--- config.mk ---
export PLATFORM = sky130hd
export DESIGN_NAME = rotating_server_assigner
export DESIGN_NICKNAME = d
export VERILOG_FILES = /design/src/design/rsa_pkg.sv /design/src/design/rsa_cell.sv /design/src/design/rsa_pick.sv /design/src/design/rotating_server_assigner.sv
export VERILOG_INCLUDE_DIRS = /design/src /design/src/design
export SDC_FILE = /design/constraint.sdc
export NUM_CORES = 2
export LEC_CHECK = 0
export ABC_CLOCK_PERIOD_IN_PS = 6150
export BUFFER_PORTS_ARGS = -buffer_cell sky130_fd_sc_hd__buf_4
export CORE_MARGIN = 2
export CORE_UTILIZATION = 50
export CTS_BUF_LIST = sky130_fd_sc_hd__clkbuf_8
export CTS_CLUSTER_SIZE = 12
export DETAILED_ROUTE_END_ITERATION = 6
export PLACE_DENSITY = 0.71
export SKIP_CTS_REPAIR_TIMING = 1
export SYNTH_ARGS = -nofsm -noshare
export SYNTH_HDL_FRONTEND = slang
export SYNTH_HIERARCHICAL = 1
export SYNTH_SLANG_ARGS = --single-unit
--- constraint.sdc ---
create_clock -name clk -period 6.15 [get_ports clk]
set_input_delay 1.845 -clock clk [delete_from_list [all_inputs] [get_ports clk]]
set_output_delay 1.845 -clock clk [all_outputs]
set_load 0.05 [all_outputs]
--- src/design/rotating_server_assigner_defines.svh ---
// Assertion macros used by the rotating server assigner top level.
`ifndef ROTATING_SERVER_ASSIGNER_DEFINES_SVH
`define ROTATING_SERVER_ASSIGNER_DEFINES_SVH

`ifndef SYNTHESIS
// Same-cycle implication, sampled on clk, off while rst_n is low.
`define RSA_ASSERT_IMPL(label, ante, cons) \
  label: assert property (@(posedge clk) disable iff (!rst_n) (ante) |-> (cons)) \
    else $error("rotating_server_assigner: assertion failed");
// Next-cycle implication, sampled on clk, off while rst_n is low.
`define RSA_ASSERT_NEXT(label, ante, cons) \
  label: assert property (@(posedge clk) disable iff (!rst_n) (ante) |=> (cons)) \
    else $error("rotating_server_assigner: assertion failed");
`else
`define RSA_ASSERT_IMPL(label, ante, cons)
`define RSA_ASSERT_NEXT(label, ante, cons)
`endif

`endif

--- src/design/rsa_pkg.sv ---
// Shared constants, types and helper functions of the rotating server assigner.
package rsa_pkg;

  localparam int SERVERS_DEF = 16;
  localparam int MAX_INDEXED = 16;

  localparam int ACTIVE_W = 5;
  localparam int TIME_W   = 32;
  localparam int DUR_W    = 16;
  localparam int CNT_W    = 32;
  localparam int OUT_IDX_W = 4;

  localparam logic [ACTIVE_W-1:0] ACTIVE_RESET = ACTIVE_W'(16);

  localparam logic OPC_ASSIGN = 1'b0;
  localparam logic OPC_REPORT = 1'b1;

  typedef enum logic [1:0] {
    S_IDLE,
    S_ASSIGN,
    S_MAX,
    S_EMIT
  } state_t;

  // Control handed from the sequencer to one cell.
  typedef struct packed {
    logic              shift;
    logic              wr;
    logic [TIME_W-1:0] fin;
  } cell_ctl_t;

  function automatic logic [CNT_W-1:0] sat_inc(input logic [CNT_W-1:0] v);
    logic [CNT_W-1:0] r;
    r = (v == {CNT_W{1'b1}}) ? v : v + CNT_W'(1);
    return r;
  endfunction

endpackage

--- src/design/rsa_cell.sv ---
// One server cell: finish time, handled count and the count ring link.
module rsa_cell (
  input  logic                       clk,
  input  logic                       rst_n,
  input  rsa_pkg::cell_ctl_t         ctl,
  input  logic [rsa_pkg::TIME_W-1:0] arrival,
  input  logic [rsa_pkg::CNT_W-1:0]  count_in,
  output logic [rsa_pkg::CNT_W-1:0]  count_out,
  output logic                       free
);

  logic [rsa_pkg::TIME_W-1:0] finish_r, finish_nxt;
  logic [rsa_pkg::CNT_W-1:0]  count_r, count_nxt;

  always_comb begin
    finish_nxt = finish_r;
    count_nxt  = count_r;
    if (ctl.wr) begin
      finish_nxt = ctl.fin;
      count_nxt  = rsa_pkg::sat_inc(count_r);
    end else if (ctl.shift) begin
      count_nxt = count_in;
    end
  end

  always_ff @(posedge clk) begin
    if (!rst_n) begin
      finish_r <= '0;
      count_r  <= '0;
    end else begin
      finish_r <= finish_nxt;
      count_r  <= count_nxt;
    end
  end

  assign free      = (finish_r <= arrival);
  assign count_out = count_r;

endmodule

--- src/design/rsa_pick.sv ---
// Rotating priority pick of the first free active server from a start index.
module rsa_pick #(
  parameter int N  = 16,
  parameter int IW = 4
) (
  input  logic [N-1:0]                  free,
  input  logic [rsa_pkg::ACTIVE_W-1:0]  active,
  input  logic [IW-1:0]                 start,
  output logic                          found,
  output logic [IW-1:0]                 sel
);

  logic          found_hi;
  logic          found_any;
  logic [IW-1:0] sel_hi;
  logic [IW-1:0] sel_any;

  // Scan downwards so that the lowest qualifying index wins.
  always_comb begin
    found_hi  = 1'b0;
    found_any = 1'b0;
    sel_hi    = '0;
    sel_any   = '0;
    for (int i = N - 1; i >= 0; i--) begin
      if (free[i] && (rsa_pkg::ACTIVE_W'(i) < active)) begin
        found_any = 1'b1;
        sel_any   = IW'(i);
        if (IW'(i) >= start) begin
          found_hi = 1'b1;
          sel_hi   = IW'(i);
        end
      end
    end
  end

  assign found = found_any;
  assign sel   = found_hi ? sel_hi : sel_any;

endmodule

--- src/design/rotating_server_assigner.sv ---
// Top level of the rotating server assigner: sequencer, cell ring and output register.

// Each server is a cell holding its finish time and handled count. For an
// assign beat (in_tuser low) the accepting cycle registers every cell's free
// flag against the arrival time and the saturated finish time, and the next
// cycle picks the first free active server from the rotation position
// onwards, writes that cell and loads the single result beat; it waits there
// only while the output register is still full. For a report beat (in_tuser
// high) the counts circulate once round the cell ring to find the highest
// count and the last server holding it, then circulate once more while each
// matching active server is emitted in ascending order, the final one with
// out_tlast. The ring length sets the report time, together with any output
// stall. One output register sits between the engine and the result channel,
// so a new beat is accepted while a result is still waiting. Servers beyond
// sixteen are never used, and active_servers is clamped to between one and
// the number of cells.
`include "rotating_server_assigner_defines.svh"

module rotating_server_assigner #(
  parameter int SERVERS = rsa_pkg::SERVERS_DEF
) (
  input  logic                           clk,
  input  logic                           rst_n,
  // in_tdata: arrival_time [31:0], duration [47:32]
  input  logic [47:0]                    in_tdata,
  // in_tuser: opcode
  input  logic                           in_tuser,
  input  logic                           in_tvalid,
  output logic                           in_tready,
  // out_tdata: server_index [3:0], handled_count [35:4], zero [39:36]
  output logic [39:0]                    out_tdata,
  // out_tuser: accepted
  output logic                           out_tuser,
  output logic                           out_tlast,
  output logic                           out_tvalid,
  input  logic                           out_tready,
  input  logic                           cfg_we,
  input  logic [rsa_pkg::ACTIVE_W-1:0]   cfg_wdata
);

  localparam int NCELLS = (SERVERS < rsa_pkg::MAX_INDEXED) ? SERVERS : rsa_pkg::MAX_INDEXED;
  localparam int IW     = (NCELLS > 1) ? $clog2(NCELLS) : 1;
  localparam logic [IW-1:0] LAST_CELL = IW'(NCELLS - 1);
  localparam int AW = rsa_pkg::ACTIVE_W;
  localparam int TW = rsa_pkg::TIME_W;
  localparam int CW = rsa_pkg::CNT_W;

  // Configuration and clamped active count.
  logic [AW-1:0] active_r;
  logic [AW-1:0] active_k;

  always_ff @(posedge clk) begin
    if (!rst_n) begin
      active_r <= rsa_pkg::ACTIVE_RESET;
    end else if (cfg_we) begin
      active_r <= cfg_wdata;
    end
  end

  always_comb begin
    active_k = active_r;
    if (active_r == '0) begin
      active_k = AW'(1);
    end else if (active_r > AW'(NCELLS)) begin
      active_k = AW'(NCELLS);
    end
  end

  // Input side.
  logic          in_acc;
  logic [TW-1:0] arrival;
  logic [TW:0]   fin_sum;
  logic [TW-1:0] fin_sat;

  assign in_acc  = in_tvalid && in_tready;
  assign arrival = in_tdata[TW-1:0];
  assign fin_sum = {1'b0, arrival} + (TW + 1)'(in_tdata[47:TW]);
  assign fin_sat = fin_sum[TW] ? {TW{1'b1}} : fin_sum[TW-1:0];

  // Cell ring.
  rsa_pkg::cell_ctl_t ctl    [NCELLS];
  logic [CW-1:0]      cnt    [NCELLS];
  logic [NCELLS-1:0]  free_now;

  logic                shift_en;
  logic                wr_en;
  logic [IW-1:0]       pick_sel;
  logic                pick_found;
  logic [TW-1:0]       fin_r;

  for (genvar g = 0; g < NCELLS; g++) begin : g_cell
    localparam int NEXT = (g + 1) % NCELLS;

    assign ctl[g].shift = shift_en;
    assign ctl[g].wr    = wr_en && (pick_sel == IW'(g));
    assign ctl[g].fin   = fin_r;

    rsa_cell u_cell (
      .clk       (clk),
      .rst_n     (rst_n),
      .ctl       (ctl[g]),
      .arrival   (arrival),
      .count_in  (cnt[NEXT]),
      .count_out (cnt[g]),
      .free      (free_now[g])
    );
  end

  // Sequencer registers.
  rsa_pkg::state_t   state_r, state_nxt;
  logic [NCELLS-1:0] free_r;
  logic [IW-1:0]     rot_r, rot_nxt;
  logic [IW-1:0]     scan_r, scan_nxt;
  logic [CW-1:0]     best_r, best_nxt;
  logic [IW-1:0]     lastidx_r, lastidx_nxt;

  logic [IW-1:0] start;
  logic [AW:0]   start_inc;
  logic          scan_act;
  logic          scan_match;
  logic          can_load;
  logic          emit_adv;
  logic          out_ld;

  assign start     = (AW'(rot_r) < active_k) ? rot_r : '0;
  assign start_inc = (AW + 1)'(start) + (AW + 1)'(1);
  assign rot_nxt   = (start_inc >= (AW + 1)'(active_k)) ? '0 : IW'(start_inc);

  assign scan_act   = AW'(scan_r) < active_k;
  assign scan_match = cnt[0] == best_r;
  assign can_load   = !out_tvalid || out_tready;
  assign emit_adv   = !(scan_act && scan_match) || can_load;
  assign scan_nxt   = (scan_r == LAST_CELL) ? '0 : scan_r + IW'(1);

  rsa_pick #(
    .N  (NCELLS),
    .IW (IW)
  ) u_pick (
    .free   (free_r),
    .active (active_k),
    .start  (start),
    .found  (pick_found),
    .sel    (pick_sel)
  );

  // Next state.
  always_comb begin
    state_nxt = state_r;
    unique case (state_r)
      rsa_pkg::S_IDLE: begin
        if (in_acc) begin
          state_nxt = (in_tuser == rsa_pkg::OPC_REPORT) ? rsa_pkg::S_MAX : rsa_pkg::S_ASSIGN;
        end
      end
      rsa_pkg::S_ASSIGN: begin
        if (can_load) begin
          state_nxt = rsa_pkg::S_IDLE;
        end
      end
      rsa_pkg::S_MAX: begin
        if (scan_r == LAST_CELL) begin
          state_nxt = rsa_pkg::S_EMIT;
        end
      end
      rsa_pkg::S_EMIT: begin
        if (emit_adv && (scan_r == LAST_CELL)) begin
          state_nxt = rsa_pkg::S_IDLE;
        end
      end
      default: state_nxt = rsa_pkg::S_IDLE;
    endcase
  end

  // Sequencer outputs.
  always_comb begin
    in_tready = 1'b0;
    shift_en  = 1'b0;
    wr_en     = 1'b0;
    out_ld    = 1'b0;
    unique case (state_r)
      rsa_pkg::S_IDLE: begin
        in_tready = 1'b1;
      end
      rsa_pkg::S_ASSIGN: begin
        out_ld = can_load;
        wr_en  = can_load && pick_found;
      end
      rsa_pkg::S_MAX: begin
        shift_en = 1'b1;
      end
      rsa_pkg::S_EMIT: begin
        shift_en = emit_adv;
        out_ld   = scan_act && scan_match && can_load;
      end
      default: begin
        in_tready = 1'b0;
      end
    endcase
  end

  // Running maximum and the last index holding it.
  always_comb begin
    best_nxt    = best_r;
    lastidx_nxt = lastidx_r;
    if (in_acc) begin
      best_nxt    = '0;
      lastidx_nxt = '0;
    end else if ((state_r == rsa_pkg::S_MAX) && scan_act) begin
      if (cnt[0] > best_r) begin
        best_nxt = cnt[0];
      end
      if (cnt[0] >= best_r) begin
        lastidx_nxt = scan_r;
      end
    end
  end

  always_ff @(posedge clk) begin
    if (!rst_n) begin
      state_r <= rsa_pkg::S_IDLE;
      rot_r   <= '0;
      scan_r  <= '0;
    end else begin
      state_r <= state_nxt;
      if ((state_r == rsa_pkg::S_ASSIGN) && can_load) begin
        rot_r <= rot_nxt;
      end
      if (in_acc) begin
        scan_r <= '0;
      end else if (shift_en) begin
        scan_r <= scan_nxt;
      end
    end
  end

  always_ff @(posedge clk) begin
    best_r    <= best_nxt;
    lastidx_r <= lastidx_nxt;
    if (in_acc) begin
      free_r <= free_now;
      fin_r  <= fin_sat;
    end
  end

  // Output register.
  logic                            out_valid_r, out_valid_nxt;
  logic                            out_acc_r, out_acc_nxt;
  logic [rsa_pkg::OUT_IDX_W-1:0]   out_idx_r, out_idx_nxt;
  logic [CW-1:0]                   out_cnt_r, out_cnt_nxt;
  logic                            out_last_r, out_last_nxt;

  always_comb begin
    out_valid_nxt = out_valid_r && !out_tready;
    out_acc_nxt   = out_acc_r;
    out_idx_nxt   = out_idx_r;
    out_cnt_nxt   = out_cnt_r;
    out_last_nxt  = out_last_r;
    if (out_ld) begin
      out_valid_nxt = 1'b1;
      if (state_r == rsa_pkg::S_EMIT) begin
        out_acc_nxt  = 1'b1;
        out_idx_nxt  = rsa_pkg::OUT_IDX_W'(scan_r);
        out_cnt_nxt  = best_r;
        out_last_nxt = scan_r == lastidx_r;
      end else begin
        // A dropped request reports index and count as zero.
        out_acc_nxt  = pick_found;
        out_idx_nxt  = pick_found ? rsa_pkg::OUT_IDX_W'(pick_sel) : '0;
        out_cnt_nxt  = pick_found ? rsa_pkg::sat_inc(cnt[pick_sel]) : '0;
        out_last_nxt = 1'b1;
      end
    end
  end

  always_ff @(posedge clk) begin
    if (!rst_n) begin
      out_valid_r <= 1'b0;
    end else begin
      out_valid_r <= out_valid_nxt;
    end
  end

  always_ff @(posedge clk) begin
    out_acc_r  <= out_acc_nxt;
    out_idx_r  <= out_idx_nxt;
    out_cnt_r  <= out_cnt_nxt;
    out_last_r <= out_last_nxt;
  end

  assign out_tvalid = out_valid_r;
  assign out_tuser  = out_acc_r;
  assign out_tlast  = out_last_r;
  assign out_tdata  = {4'b0000, out_cnt_r, out_idx_r};

  // The engine takes no beat while a request or report is in progress.
  `RSA_ASSERT_IMPL(a_busy_no_accept, state_r != rsa_pkg::S_IDLE, !in_tready)
  // A dropped request carries a zero index and count.
  `RSA_ASSERT_IMPL(a_drop_zero, out_tvalid && !out_tuser, out_tdata == 40'd0)
  // A report ends only after the ring has come fully round.
  `RSA_ASSERT_IMPL(a_ring_restored,
    (state_r == rsa_pkg::S_EMIT) && (state_nxt == rsa_pkg::S_IDLE), scan_r == LAST_CELL)
  // An assign commit always loads the output register.
  `RSA_ASSERT_NEXT(a_assign_loads,
    (state_r == rsa_pkg::S_ASSIGN) && can_load, out_tvalid && out_tlast)

endmodule
==> reports/results.md <==
STA
* **share of the cycle needed by the critical path after routing** 99.54%
* **worst path setup slack after routing** 0.02860 ns
* **total setup violations reported at the end of the flow** 0
* **setup repair after global routing missed its margin** true
* **Worst slew margin** 21.98%
* **highest clock frequency the design can meet** 163.4 MHz
* **post-route worst hold slack** 0.4623 ns
* **Max Slew Vio Count** 0
* **actual slew at the worst max-slew pin** 1.160 ns
* **final hold viol count** 0
* **setup skew after layout** 0.06976 ns
* **Final Critical Period** 6.121 ns

Die
* **Die W** 402.3 um
* **placeable core area** 158,000 um^2
* **Die Ht** 402.3 um
* **Initial Utilization** 50.20%
* **count of pins on the block boundary** 103
* **number of cell rows** 146
* **area of the die** 161,800 um^2

Pwr
* **Static Leakage** 0.03556 uW
* **worst IR drop on VDD** 224.6 uV
* **Power per Cell Area** 203.8 nW/um^2
* **Power Total** 18,090 uW

Worst setup path
* **kind of critical path** reg2reg
* **required time of the worst setup path** 6.97 ns
* **Worst path max stage delay** 0.63 ns
* **number of gates on the worst path with buffers counted** 25
* **end point of the critical path** out_cnt_r[21]$_DFFE_PP_
* **arrival time of the worst setup path** 6.95 ns
* **startpoint types** flop
* **number of cells on the worst reg-to-reg path** 25
* **timing startpoint of the critical path** active_r[3]$_SDFFE_PN0P_
* **Reg-to-Reg End** out_cnt_r[21]$_DFFE_PP_
* **Worst Path Max Fanout** 8
* **dominant delay contributor by cell family on the critical path** simple AND/OR/NAND/NOR gates
* **endpoint class of the critical path** flop
* **flop2flop setup slack** 0.03 ns
* **startpoint of the most critical register-to-register path** active_r[3]$_SDFFE_PN0P_
* **Slowest cell on crit path** or4b_4
* **Crit path buffers/inverters** 4

Yosys
* **Synth Register Bits** 1,162
* **post-synthesis cell count** 9,118
* **synth warn** 6
* **cell area after synthesis** 79,320 um^2
* **number of enable-type register cells in the synthesized netlist** 86
* **library cells used by synthesis** 118
* **Avg Synthesized Cell Area** 8.699 um^2
* **fraction of synthesis flops using an asynchronous set or reset pin** 0%
* **most frequently used flop master after synthesis** dfxtp_1
* **sequential element share of the synthesized area** 30.41%

Global routing
* **number of global-route vias before repair** 69.27k
* **total global routing overflow** 0
* **largest net degree at the start of global routing** 186
* **GRT Util Overall** 34.91%
* **global-route wire length before repair** 434,300 um
* **initial antenna violation count** 32

Clocking
* **clock tree buffer depth** 3
* **TritonCTS clock tree** done
* **H-tree levels** 4
* **CTS Buf Count** 209
* **register clock-pin slew on the reported worst setup and hold paths** 0.06 ns
* **clock root cell** clkbuf_8
* **later-pin clock latency in the skew report** 1.00 ns
* **number of sinks on the clock net** 1,162

Route
* **total DRC errors in the routed layout** 8
* **Avg WL per Cell** 25.39 um
* **final wirelength** 294,200 um
* **average via count per standard cell** 6.287
* **initial detailed-routing violation count** 8,958
* **post-route ant nets** 0
* **Vias** 72.83k
* **first-pass detailed-route iteration total** 7

Place
* **weighted congestion reported at the end of routability-driven placement** 1.109
* **IO Port Bufs** 98
* **estimated wirelength of the detail-placed design** 209,600 um
* **area of placed instances** 83,550 um^2
* **DP Worst Slack** -0.3513 ns

Final layout
* **final instance area** 88,750 um^2
* **fraction of final layout cells sized beyond drive strength 1** 14.48%
* **Finished Core Util** 56.16%
* **Final nets** 9,980
* **area added between synthesis and finish** 11.88%

Hold path
* **type of the most critical hold path** reg2reg

Outcome
* **failing checks** DRC
* **outcome** finished with violations

Flow run
* **number of violations of the max-capacitance limit** 0

-- cell families after synthesis --
logic type | count (synthesis) | synth area share (%)
adder cells (fa/ha/maj) | 591 | 9.332
AO/OA/AOI/OAI | 1963 | 15.28
AND/OR/NAND/NOR | 2811 | 19.65
XOR/XNOR | 322 | 3.556
other | 1 | 0.004728
multiplexers | 999 | 15.10
flip-flops | 1162 | 30.41
buffers and inverters | 1269 | 6.673
-- synthesized netlist by cell type (101+ instances only) --
library cell / number / area (um^2)
nor2b_1: 741 / 4636
xor2_1: 205 / 1795
ha_1: 590 / 7382
clkbuf_1: 243 / 912.1
nand4_1: 302 / 1889
mux2i_1: 639 / 6396
nand2_1: 587 / 2203
mux4_2: 117 / 2635
dfxtp_1: 1076 / 21540
nand3_1: 287 / 1436
o21ai_0: 465 / 2327
xnor2_1: 117 / 1025
buf_2: 101 / 505.5
inv_1: 774 / 2905
mux2_2: 229 / 2579
a21oi_1: 670 / 3353
a211oi_1: 176 / 1321
nor2_1: 372 / 1396
-- layer usage --
layer	track usage, %	share of wire, %
met1	41.97	38
met5	0	0.050
met4	26.43	8.5
met3	7.325	9.1
met2	54.82	44
-- worst min-delay path, cell delays in order, from the launching register on --
cell	delay, ns
dfxtp_1	0.31
nand2_1	0.05
mux2i_1	0.05
-- registers in the layout, indices dropped and copies added (netlist names) --
signal	flops
free_r	16
out_idx_r	4
state_r	2
out_tvalid	1
out_tlast	1
out_tuser	1
fin_r	32
out_cnt_r	32
active_r	5
g_cell.u_cell/count_out	512
g_cell.u_cell/finish_r	512
lastidx_r	4
rot_r	4
best_r	32
scan_r	4
-- how the worst min path moves through the flow --
stage	from	endpoint	slack, ns	cells past startpoint
6_report	best_r[1]$_SDFFE_PP0P_	best_r[1]$_SDFFE_PP0P_	0.46	2
5_1_grt	best_r[2]$_SDFFE_PP0P_	best_r[2]$_SDFFE_PP0P_	0.49	2
4_1_cts	best_r[18]$_SDFFE_PP0P_	best_r[18]$_SDFFE_PP0P_	0.47	2
3_5_place_dp	best_r[18]$_SDFFE_PP0P_	best_r[18]$_SDFFE_PP0P_	0.45	2
3_3_place_gp	best_r[14]$_SDFFE_PP0P_	best_r[14]$_SDFFE_PP0P_	0.44	2
2_1_floorplan	best_r[8]$_SDFFE_PP0P_	best_r[8]$_SDFFE_PP0P_	0.44	2
-- metrics by stage --
| step | instances | TNS [ns] |
|---|---|---|
| final | 11580 | 0 |
| after global routing | 11570 | -1.557 |
| after CTS | 11520 | -8.339 |
| after detailed placement | 11150 | -6.753 |
| after global placement | 11150 | -5.880 |
| after floorplan | 9121 | 0 |
-- layout make-up --
type                       instances  area (um^2)
antenna                           23        57.56
clock buffer                     250         3441
clock inverter                   120        859.6
fill                           14070        69270
inverter                         774         2908
multi-input combinational       6693        50560
sequential                      1162        24130
tap                             2072         2592
timing repair buffer             490         4199
-- layout by cell type, fill, tap and decap left out, types with 20 or more instances in the layout --
cell type and count:
nor3_1 78, nand3_1 283, a31oi_1 42, a22oi_1 28, a21oi_1 667, and3_1 87
buf_12 27, and3_2 20, o211ai_1 24, xor2_1 205, edfxtp_1 86, mux2_2 228
nor3_2 20, nor2b_1 738, ha_1 588, dfxtp_1 1072, clkbuf_8 250, or3_1 26
nor3b_1 33, o21ai_1 33, nand4_1 302, a211oi_1 175, xnor2_1 117, a21o_1 69
buf_4 448, a221oi_1 20, inv_1 846, nor2_1 357, o22ai_1 76, a21boi_0 20
mux4_2 120, nand2_1 584, and4_1 25, o21a_1 93, and2_1 56, diode_2 23
mux2i_1 638, o21ai_0 463
-- where the power goes --
group          switching (uW)  internal [uW]
clock network            3560           4140
logic                    1390            921
registers                 326           7760
Power figures use the tool's default switching activity.
